$ cat src/hw/rtl/kos_pkg.sv
`default_nettype none

package kos_pkg;

  // configuration port
  localparam int CFG_IDX_W  = 2;
  localparam int CFG_DATA_W = 5;

  localparam logic [CFG_IDX_W-1:0] CFG_RANK_K         = 2'd0;
  localparam logic [CFG_IDX_W-1:0] CFG_SELECT_LARGEST = 2'd1;

  localparam int RANK_W = 5;

  // per-cycle command broadcast to every cell of the chain
  typedef struct packed {
    logic load;        // a word is taken in this cycle
    logic shift_down;  // drop the lowest entry instead of the highest
  } kos_cell_ctl_t;

endpackage

`default_nettype wire

$ cat src/hw/rtl/kos_if.sv
`default_nettype none

interface kos_in_if #(
  parameter int VALUE_WIDTH = 32
);
  logic                          valid;
  logic                          ready;
  logic signed [VALUE_WIDTH-1:0] value;
  logic                          last;

  modport source (output valid, output value, output last, input ready);
  modport sink   (input valid, input value, input last, output ready);
endinterface

interface kos_out_if #(
  parameter int VALUE_WIDTH = 32
);
  logic                          valid;
  logic                          ready;
  logic signed [VALUE_WIDTH-1:0] kth_value;
  logic                          too_few;

  modport source (output valid, output kth_value, output too_few, input ready);
  modport sink   (input valid, input kth_value, input too_few, output ready);
endinterface

interface kos_cfg_if;
  logic                           valid;
  logic                           ready;
  logic [kos_pkg::CFG_IDX_W-1:0]  index;
  logic [kos_pkg::CFG_DATA_W-1:0] data;

  modport source (output valid, output index, output data, input ready);
  modport sink   (input valid, input index, input data, output ready);
endinterface

`default_nettype wire

$ cat src/hw/rtl/kos_cell.sv
`default_nettype none

// One slot of the sorted (ascending) chain of kept values.
module kos_cell #(
  parameter int VALUE_WIDTH = 32
) (
  input  wire                            clk,
  input  wire kos_pkg::kos_cell_ctl_t    ctl,
  input  wire                            live,       // slot holds a kept value
  input  wire signed [VALUE_WIDTH-1:0]   value_in,
  input  wire                            below_ins,
  input  wire signed [VALUE_WIDTH-1:0]   below_val,
  input  wire                            above_gt,
  input  wire signed [VALUE_WIDTH-1:0]   above_val,
  output logic signed [VALUE_WIDTH-1:0]  cur_val,
  output logic                           ins,
  output logic                           gt
);
  import kos_pkg::*;

  logic signed [VALUE_WIDTH-1:0] cur_r;

  // ins: new word goes at or below this slot; gt: new word beats this slot
  assign ins     = !live || (value_in < cur_r);
  assign gt      = live && (value_in > cur_r);
  assign cur_val = cur_r;

  always_ff @(posedge clk) begin
    if (ctl.load) begin
      if (ctl.shift_down) begin
        if (gt) begin
          cur_r <= above_gt ? above_val : value_in;
        end
      end else if (ins) begin
        cur_r <= below_ins ? below_val : value_in;
      end
    end
  end

endmodule

`default_nettype wire

$ cat src/hw/rtl/kth_order_statistic_select.sv
// Channel  Dir  Payload                     Word
// in_ch    in   value[VW], last             one element of a data set
// out_ch   out  kth_value[VW], too_few      selected value of a finished set
// cfg_ch   in   index[2], data[5]           register write (rank_k, select_largest)
//
// One element is taken per cycle when input is not stalled; every cell of the chain
// updates in parallel. After the word marked last, input stalls while the result is
// moved from the chain into the output register, and stays stalled while that register
// still holds an untaken result.
// Reset (synchronous, rst_n low) sets rank_k = 1, smallest mode, empty chain.
// The cfg channel is always ready.
`default_nettype none

module kth_order_statistic_select #(
  parameter int K_MAX       = 16,
  parameter int VALUE_WIDTH = 32
) (
  input  wire  clk,
  input  wire  rst_n,
  kos_in_if.sink    in_ch,
  kos_out_if.source out_ch,
  kos_cfg_if.sink   cfg_ch
);
  import kos_pkg::*;

  localparam int CW = $clog2(K_MAX + 1);
  localparam int IW = (K_MAX > 1) ? $clog2(K_MAX) : 1;

  logic [RANK_W-1:0]             rank_k_r;
  logic                          select_largest_r;
  logic [CW-1:0]                 count_r;
  logic                          pending_r;
  logic                          out_valid_r;
  logic signed [VALUE_WIDTH-1:0] out_value_r;
  logic                          out_too_few_r;

  logic [CW-1:0]                 k_eff;
  logic                          in_fire;
  logic                          append;
  logic                          res_take;
  logic [IW-1:0]                 top_idx;
  kos_cell_ctl_t                 ctl;

  logic signed [VALUE_WIDTH-1:0] cur   [K_MAX];
  logic [K_MAX-1:0]              ins_v;
  logic [K_MAX-1:0]              gt_v;

  always_comb begin
    if (rank_k_r == '0) begin
      k_eff = CW'(1);
    end else if (32'(rank_k_r) > K_MAX) begin
      k_eff = CW'(K_MAX);
    end else begin
      k_eff = CW'(rank_k_r);
    end
  end

  assign in_ch.ready  = !pending_r;
  assign cfg_ch.ready = 1'b1;
  assign in_fire      = in_ch.valid && !pending_r;
  assign append       = count_r < k_eff;
  assign res_take     = pending_r && (!out_valid_r || out_ch.ready);
  assign top_idx      = IW'(count_r - CW'(1));

  // once full, largest mode evicts the minimum (bottom); smallest mode the top
  assign ctl.load       = in_fire;
  assign ctl.shift_down = select_largest_r && !append;

  for (genvar i = 0; i < K_MAX; i++) begin : g_cell
    logic                          live;
    logic                          b_ins;
    logic signed [VALUE_WIDTH-1:0] b_val;
    logic                          a_gt;
    logic signed [VALUE_WIDTH-1:0] a_val;

    assign live = CW'(i) < count_r;

    if (i == 0) begin : g_bot
      assign b_ins = 1'b0;
      assign b_val = '0;
    end else begin : g_mid_b
      assign b_ins = ins_v[i-1];
      assign b_val = cur[i-1];
    end

    if (i == K_MAX - 1) begin : g_top
      assign a_gt  = 1'b0;
      assign a_val = '0;
    end else begin : g_mid_a
      assign a_gt  = gt_v[i+1];
      assign a_val = cur[i+1];
    end

    kos_cell #(
      .VALUE_WIDTH(VALUE_WIDTH)
    ) u_cell (
      .clk       (clk),
      .ctl       (ctl),
      .live      (live),
      .value_in  (in_ch.value),
      .below_ins (b_ins),
      .below_val (b_val),
      .above_gt  (a_gt),
      .above_val (a_val),
      .cur_val   (cur[i]),
      .ins       (ins_v[i]),
      .gt        (gt_v[i])
    );
  end

  always_ff @(posedge clk) begin
    if (!rst_n) begin
      rank_k_r         <= RANK_W'(1);
      select_largest_r <= 1'b0;
      count_r          <= '0;
      pending_r        <= 1'b0;
      out_valid_r      <= 1'b0;
    end else begin
      if (cfg_ch.valid) begin
        unique case (cfg_ch.index)
          CFG_RANK_K:         rank_k_r         <= cfg_ch.data;
          CFG_SELECT_LARGEST: select_largest_r <= cfg_ch.data[0];
          default: ;
        endcase
      end

      if (res_take) begin
        count_r <= '0;
      end else if (in_fire && append) begin
        count_r <= count_r + CW'(1);
      end

      if (res_take) begin
        pending_r <= 1'b0;
      end else if (in_fire && in_ch.last) begin
        pending_r <= 1'b1;
      end

      if (res_take) begin
        out_valid_r <= 1'b1;
      end else if (out_ch.ready) begin
        out_valid_r <= 1'b0;
      end
    end

    // worst kept: top of the sorted chain, or bottom in largest mode
    if (res_take) begin
      out_value_r   <= select_largest_r ? cur[0] : cur[top_idx];
      out_too_few_r <= count_r < k_eff;
    end
  end

  assign out_ch.valid     = out_valid_r;
  assign out_ch.kth_value = out_value_r;
  assign out_ch.too_few   = out_too_few_r;

endmodule

`default_nettype wire

$ cat src/flat_wrapper.sv
// flat-port wrapper written by rule: the top's interface ports become plain ports
module kth_order_statistic_select_flat import kos_pkg::*;
#(
  parameter int K_MAX       = 16,
  parameter int VALUE_WIDTH = 32
)
  (clk, rst_n, in_ch_valid, in_ch_value, in_ch_last, in_ch_ready, out_ch_valid, out_ch_kth_value, out_ch_too_few, out_ch_ready, cfg_ch_valid, cfg_ch_index, cfg_ch_data, cfg_ch_ready);
  kos_in_if #(.VALUE_WIDTH(VALUE_WIDTH)) in_ch_i ();
  kos_out_if #(.VALUE_WIDTH(VALUE_WIDTH)) out_ch_i ();
  kos_cfg_if cfg_ch_i ();
  input  wire clk;
  input  wire rst_n;
  input wire logic [$bits(in_ch_i.valid)-1:0] in_ch_valid;
  input wire logic [$bits(in_ch_i.value)-1:0] in_ch_value;
  input wire logic [$bits(in_ch_i.last)-1:0] in_ch_last;
  output wire logic [$bits(in_ch_i.ready)-1:0] in_ch_ready;
  output wire logic [$bits(out_ch_i.valid)-1:0] out_ch_valid;
  output wire logic [$bits(out_ch_i.kth_value)-1:0] out_ch_kth_value;
  output wire logic [$bits(out_ch_i.too_few)-1:0] out_ch_too_few;
  input wire logic [$bits(out_ch_i.ready)-1:0] out_ch_ready;
  input wire logic [$bits(cfg_ch_i.valid)-1:0] cfg_ch_valid;
  input wire logic [$bits(cfg_ch_i.index)-1:0] cfg_ch_index;
  input wire logic [$bits(cfg_ch_i.data)-1:0] cfg_ch_data;
  output wire logic [$bits(cfg_ch_i.ready)-1:0] cfg_ch_ready;
  assign in_ch_i.valid = in_ch_valid;
  assign in_ch_i.value = in_ch_value;
  assign in_ch_i.last = in_ch_last;
  assign in_ch_ready = in_ch_i.ready;
  assign out_ch_valid = out_ch_i.valid;
  assign out_ch_kth_value = out_ch_i.kth_value;
  assign out_ch_too_few = out_ch_i.too_few;
  assign out_ch_i.ready = out_ch_ready;
  assign cfg_ch_i.valid = cfg_ch_valid;
  assign cfg_ch_i.index = cfg_ch_index;
  assign cfg_ch_i.data = cfg_ch_data;
  assign cfg_ch_ready = cfg_ch_i.ready;
  kth_order_statistic_select #(.K_MAX(K_MAX), .VALUE_WIDTH(VALUE_WIDTH)) u_core (.clk(clk), .rst_n(rst_n), .in_ch(in_ch_i), .out_ch(out_ch_i), .cfg_ch(cfg_ch_i));
endmodule
$ cat config.mk
export PLATFORM = sky130hd
export DESIGN_NAME = kth_order_statistic_select_flat
export DESIGN_NICKNAME = d
export VERILOG_FILES = /design/src/hw/rtl/kos_pkg.sv /design/src/hw/rtl/kos_if.sv /design/src/hw/rtl/kos_cell.sv /design/src/hw/rtl/kth_order_statistic_select.sv /design/src/flat_wrapper.sv
export SDC_FILE = /design/constraint.sdc
export NUM_CORES = 2
export LEC_CHECK = 0
export ABC_AREA = 1
export BUFFER_PORTS_ARGS = -buffer_cell sky130_fd_sc_hd__buf_2
export CAP_MARGIN = 20
export CORE_ASPECT_RATIO = 0.6
export CORE_MARGIN = 2
export CORE_UTILIZATION = 45
export DETAILED_ROUTE_END_ITERATION = 8
export PLACE_DENSITY = 0.61
export SLEW_MARGIN = 10
export SYNTH_ARGS = -nofsm -noshare
export SYNTH_HDL_FRONTEND = slang
export SYNTH_HIERARCHICAL = 1
export SYNTH_SLANG_ARGS = --single-unit
$ cat constraint.sdc
create_clock -name clk -period 13.9 [get_ports clk]
set_input_delay 0 -clock clk [delete_from_list [all_inputs] [get_ports clk]]
set_output_delay 0 -clock clk [all_outputs]
set_load 0.005 [all_outputs]
* Word level (Yosys, flattened, before mapping)
Cells that the tools add are included.
Widths: inputs -> output; s select.
** Storage, ports and cells
- Register bits after elaboration :: 558
- Word-level logic and storage cells :: 276
- Input bits :: 45
- Output and inout bits :: 36
** Operators by class
- Bitwise gates (word level) :: 2
- $add $sub $neg :: 2
- Multiplexer cells :: 86
- Order comparisons :: 51
- Eq/ne operators :: 17
- Reductions and logical operators :: 95
** Operator list (count)
- $mux 32 :: 81
- $gt 32x32->1 :: 16
- $lt 32x32->1 :: 16
- $bmux 32 s4 :: 1
- $reduce_and 3->1 :: 16
- $lt 4x5->1 const A :: 8
- $reduce_bool 2->1 :: 17
- $ne 2x2->1 const B :: 16
- $logic_and 1x1->1 :: 21
- $lt 3x5->1 const A :: 4
- $logic_not 1->1 :: 19
- $logic_or 1x1->1 :: 17
- $lt 1x5->1 const A :: 2
- $lt 2x5->1 const A :: 2
- $mux 5 :: 2
- $add 5x1->5 const B :: 1
- $ge 5x5->1 const B :: 1
- $gt 5x5->1 const B :: 1
- $logic_not 5->1 :: 1
- $lt 5x5->1 :: 1
- $not 4->5 :: 1
- $reduce_and 2->1 :: 2
- $sub 4x1->4 const B :: 1
- $eq 2x1->1 const B :: 1
- 4 further kinds :: 5

* Depth between registers and ports, before layout
- Depth in word-level cells :: 8
- Mapped depth :: 20
- Depth with buffers taken out :: 20

* By module
Netlist, hierarchy kept.
** By module, submodules not included
- kos_cell :: area an instance 2723.9 um^2, cells an instance 368, times used 16, seq. area each 960.9 um^2
- kth_order_statistic_select :: area an instance 7334.5 um^2, cells an instance 1442, times used 1, seq. area each 1251.2 um^2

* Worst setup path after synthesis
Ideal clock, no wire load.
- Path kind :: register to register
- Start point :: register u_core.rank_k_r[2]
- End point :: register u_core.g_cell[0].u_cell.cur_r[0], enable pin
- Arrival :: 5384 ps
- Stages on the path, launching flop included :: 15
- Clock period less this slack :: 5779 ps
- Data required time :: 13505 ps
- Buffers on the path :: 0
- Setup time :: 395 ps
- Path slack :: 8121 ps
- Path through :: dfxtp_1 -> nor2_1 -> nand2_1 -> nand2_1 -> nand2_1 -> ha_1 -> nand2_1 -> nor2_1 -> nand2_1 -> and2_1 -> nor2_1 -> inv_1 -> nand4_1 -> nand2_1 -> nor2_2
** RTL lines
- from (decl) :: RTL line kth_order_statistic_select.sv:29 : logic [RANK_W-1:0] rank_k_r;
- from (signal assigned) :: RTL line kth_order_statistic_select.sv:121 : CFG_RANK_K: rank_k_r <= cfg_ch.data;
- to (signal assigned) :: RTL line kos_cell.sv:32 : cur_r <= above_gt ? above_val : value_in;
- to (signal assigned) :: RTL line kos_cell.sv:35 : cur_r <= below_ins ? below_val : value_in;
- to (decl) :: RTL line kos_cell.sv:21 : logic signed [VALUE_WIDTH-1:0] cur_r;

==> summary.txt <==
Worst setup path
  – Worst Setup SP: u_core/rank_k_r[3]
  – WP data arrival: ~6 ns
  – Worst Path Required: ~14 ns
  – Reg2reg end: u_core/g_cell[7].u_cell/cur_val[24]
  – CP Cell Sequence: nor2_1 -> nand2_1 -> nand2_1 -> nand2_1 -> ha_1 -> nand2_1 -> nor2_1 -> nand2_1 -> and2_1 -> nor2_4 -> buf_12 -> buf_12 -> inv_1 -> nand4_1 -> nand2_1 -> nor2_2 -> buf_4
  – Slowest CP cell: nor2_2
  – R2r worst-path depth: 17
  – CP Max Fanout: between 150 and 200
  – CP most frequent cell: nand2_1
  – Kind of critical path: register to register
  – Critical Path Max Stage Delay: ~0.84 ns
  – Startpoint Class: register
  – Internal reg-to-reg setup slack: around 8.1 ns
  – Worst r2r src: u_core/rank_k_r[3]
  – Crit. End Element: register

STA
  – Max Clock Freq: between 0.15 and 0.2 GHz
  – Final setup viols: 0
  – Final worst slack: roughly 8 ns
  – Fin. Hold Viols: 0
  – Worst-Margin Slew: ~1.2 ns
  – Setup TNS: 0 ns
  – Final slew viol count: 0
  – Max-slew headroom: 0.1774
  – Period utilization: 0.4180
  – Final min period: about 5.8 ns
  – Final Skew: between 0.03 and 0.04 ns
  – RSZ-0062 raised after global routing: false

Logic synthesis
  – Post-Syn Area: between 50000 and 60000 sq um
  – Mean Syn Cell Area: between 6 and 7 sq um
  – Post-Syn Instances: around 7300
  – Yosys Warn Count: 6

Power and ir drop
  – Pleak: 25.19 nW
  – Clock power frac: 0.287
  – Peak supply drop: approximately 0.11 mV
  – Int Power: roughly 3.8 mW
  – Reg power frac: 0.384
  – Net Sw Power: 2.429 mW
  – Combinational share of power: 0.329
  – Power density over the cells: roughly 110 nW/um^2
  – Switching Share: 0.3886

Global routing
  – GRT Total Usage: 0.3105
  – Maximum number of pins on one net before global-route repair: between 150 and 200
  – Initial antenna violation count: 0
  – Total gr overflow: 0
  – First-pass GRT wire length: 287200 um
  – Number of global-route vias before repair: 47610

Floorplan
  – Core box area: 112100 sq um
  – IO Pins: between 80 and 90
  – Die height: ~260 um
  – Initial Util: 0.4542
  – Die ar.: around 120000 sq um
  – Rows: 95
  – Chip width: 438.2 um

Clock network
  – Setup repair bufs after CTS: 0
  – Num Clock Sinks: between 500 and 600
  – CTS hold repair buffers: 26
  – CTS tree: yes
  – Clock buffer depth: 3
  – Post-cts sizing count: 0
  – Clock Pin Slew Worst Setup and Hold Paths: around 0.070 ns
  – Root Buffer: clkbuf_16
  – CTS buffer count: 61
  – Later-pin clock latency in the skew report: between 0.6 and 0.7 ns
  – H-Tree Depth: 2

Placed design
  – DP Area: 52500 sq um
  – DPL Wire Length: between 100000 and 150000 um
  – Post-place setup slack: 8.485 ns
  – Routability cong.: between 0.9 and 1
  – IO Port Bufs: 79

Cells and area
  – Area grow syn2layout: 8.826%
  – Util after Layout: 0.4943
  – # diodes: 0
  – Nets: slightly below 8000
  – Design area: about 55000 sq um
  – Share of cells above drive strength 1: 0.04878

Worst hold path
  – Hold path depth: 4
  – WHS Endpoint: u_core/g_cell[1].u_cell/cur_val[0]
  – Hold Crit Class: input port to register
  – Min-Delay Startpoint: in_ch_value[0]

Run
  – Total of max-cap violations: 0

Route
  – 1st-iter DRT viols: 7931
  – 1st-pass router iterations: 6
  – Residual DRC: 0
  – ANT nets after route: 0
  – Final WL: 186600 um
  – Met2 wire length: 71410 um
  – Routed len/inst: around 21 um
  – Met3 wire len: about 23000 um
  – DR vias/cell: ~6.0
  – Top Metal Used: met4
  – Routed met1 length: between 80000 and 90000 um
  – Routed vias: roughly 53000

Status
  – Outcome: finished, final reports clean
placed cells by master, fill, tap and decap left out, types with 12 or more instances in the layout:
cell / count
a21o_1: 17
a21oi_1: 247
buf_2: 79
buf_4: 86
buf_8: 25
clkbuf_16: 62
clkinv_1: 18
clkinv_2: 12
conb_1: 71
dfxtp_1: 12
dlygate4sd3_1: 26
edfxtp_1: 545
ha_1: 517
inv_1: 783
nand2_1: 1417
nand2_2: 17
nand3_1: 428
nand4_1: 86
nor2_1: 1141
nor2_2: 28
nor3b_1: 16
o21a_1: 32
o21ai_0: 1080
o22ai_1: 496
or3_1: 16
power groups by stage:
stage / Clock [mW] / Sequential (mW) / Combinational (mW)
detailed placement: 0 / 2.43 / 1.97
global route: 1.87 / 2.42 / 2.29
floorplan: 0 / 2.32 / 1.35
CTS: 1.80 / 2.39 / 1.99
finish: 1.79 / 2.40 / 2.06
global placement: 0 / 2.43 / 1.91
layer usage:
layer,GRT usage,up-vias
li1,-,24790
met1,0.5075,24920
met2,0.4113,3093
met3,0.06130,209
met4,0.05685,0
met5,0,-
through the flow:
step | hold slack (ns) | std cells | power, mW
floorplan | 0.09864 | 7397 | 3.663
global placement | 0.2433 | 8649 | 4.344
detailed placement | 0.2384 | 8652 | 4.401
CTS | 0.007112 | 8790 | 6.189
global route | 0.05941 | 8822 | 6.587
finish | 0.05003 | 8822 | 6.252
worst max-delay path: cells and delay by family (launching register included):
kind                       cells  cell delay (ns)
adders and majority gates      1             0.28
and+or+nand+nor               12             2.20
buffers and inverters          4             2.22
DFF                            1             0.34
state kept, by name, summed over array words and instances (netlist names):
register / count
u_core/select_largest_r: 1
u_core/out_ch.valid: 1
u_core/pending_r: 1
u_core/count_r: 5
u_core/g_cell.u_cell/cur_val: 512
u_core/rank_k_r: 5
u_core/out_ch.kth_value: 32
u_core/out_ch.too_few: 1
worst max-delay path by stage:
stage,to,slack (ns),cells after the start
5_1_grt,u_core/g_cell[7].u_cell/cur_val[17],7.88,17
6_report,u_core/g_cell[7].u_cell/cur_val[24],8.09,17
2_1_floorplan,u_core/g_cell[0].u_cell/cur_val[0],8.12,14
3_5_place_dp,u_core/g_cell[5].u_cell/cur_val[25],8.49,17
3_3_place_gp,u_core/g_cell[5].u_cell/cur_val[26],8.53,17
4_1_cts,u_core/g_cell[5].u_cell/cur_val[24],8.48,17
layout make-up:
type | count | area, sq um
fill | 11100 | 56690
multi-input combinational | 5630 | 29860
sequential | 558 | 16630
inverter | 791 | 2979
timing repair buffer | 228 | 1984
tap | 1503 | 1881
clock buffer | 71 | 1585
clock inverter | 41 | 478.0
No activity file was read; power rests on OpenSTA's default activity.
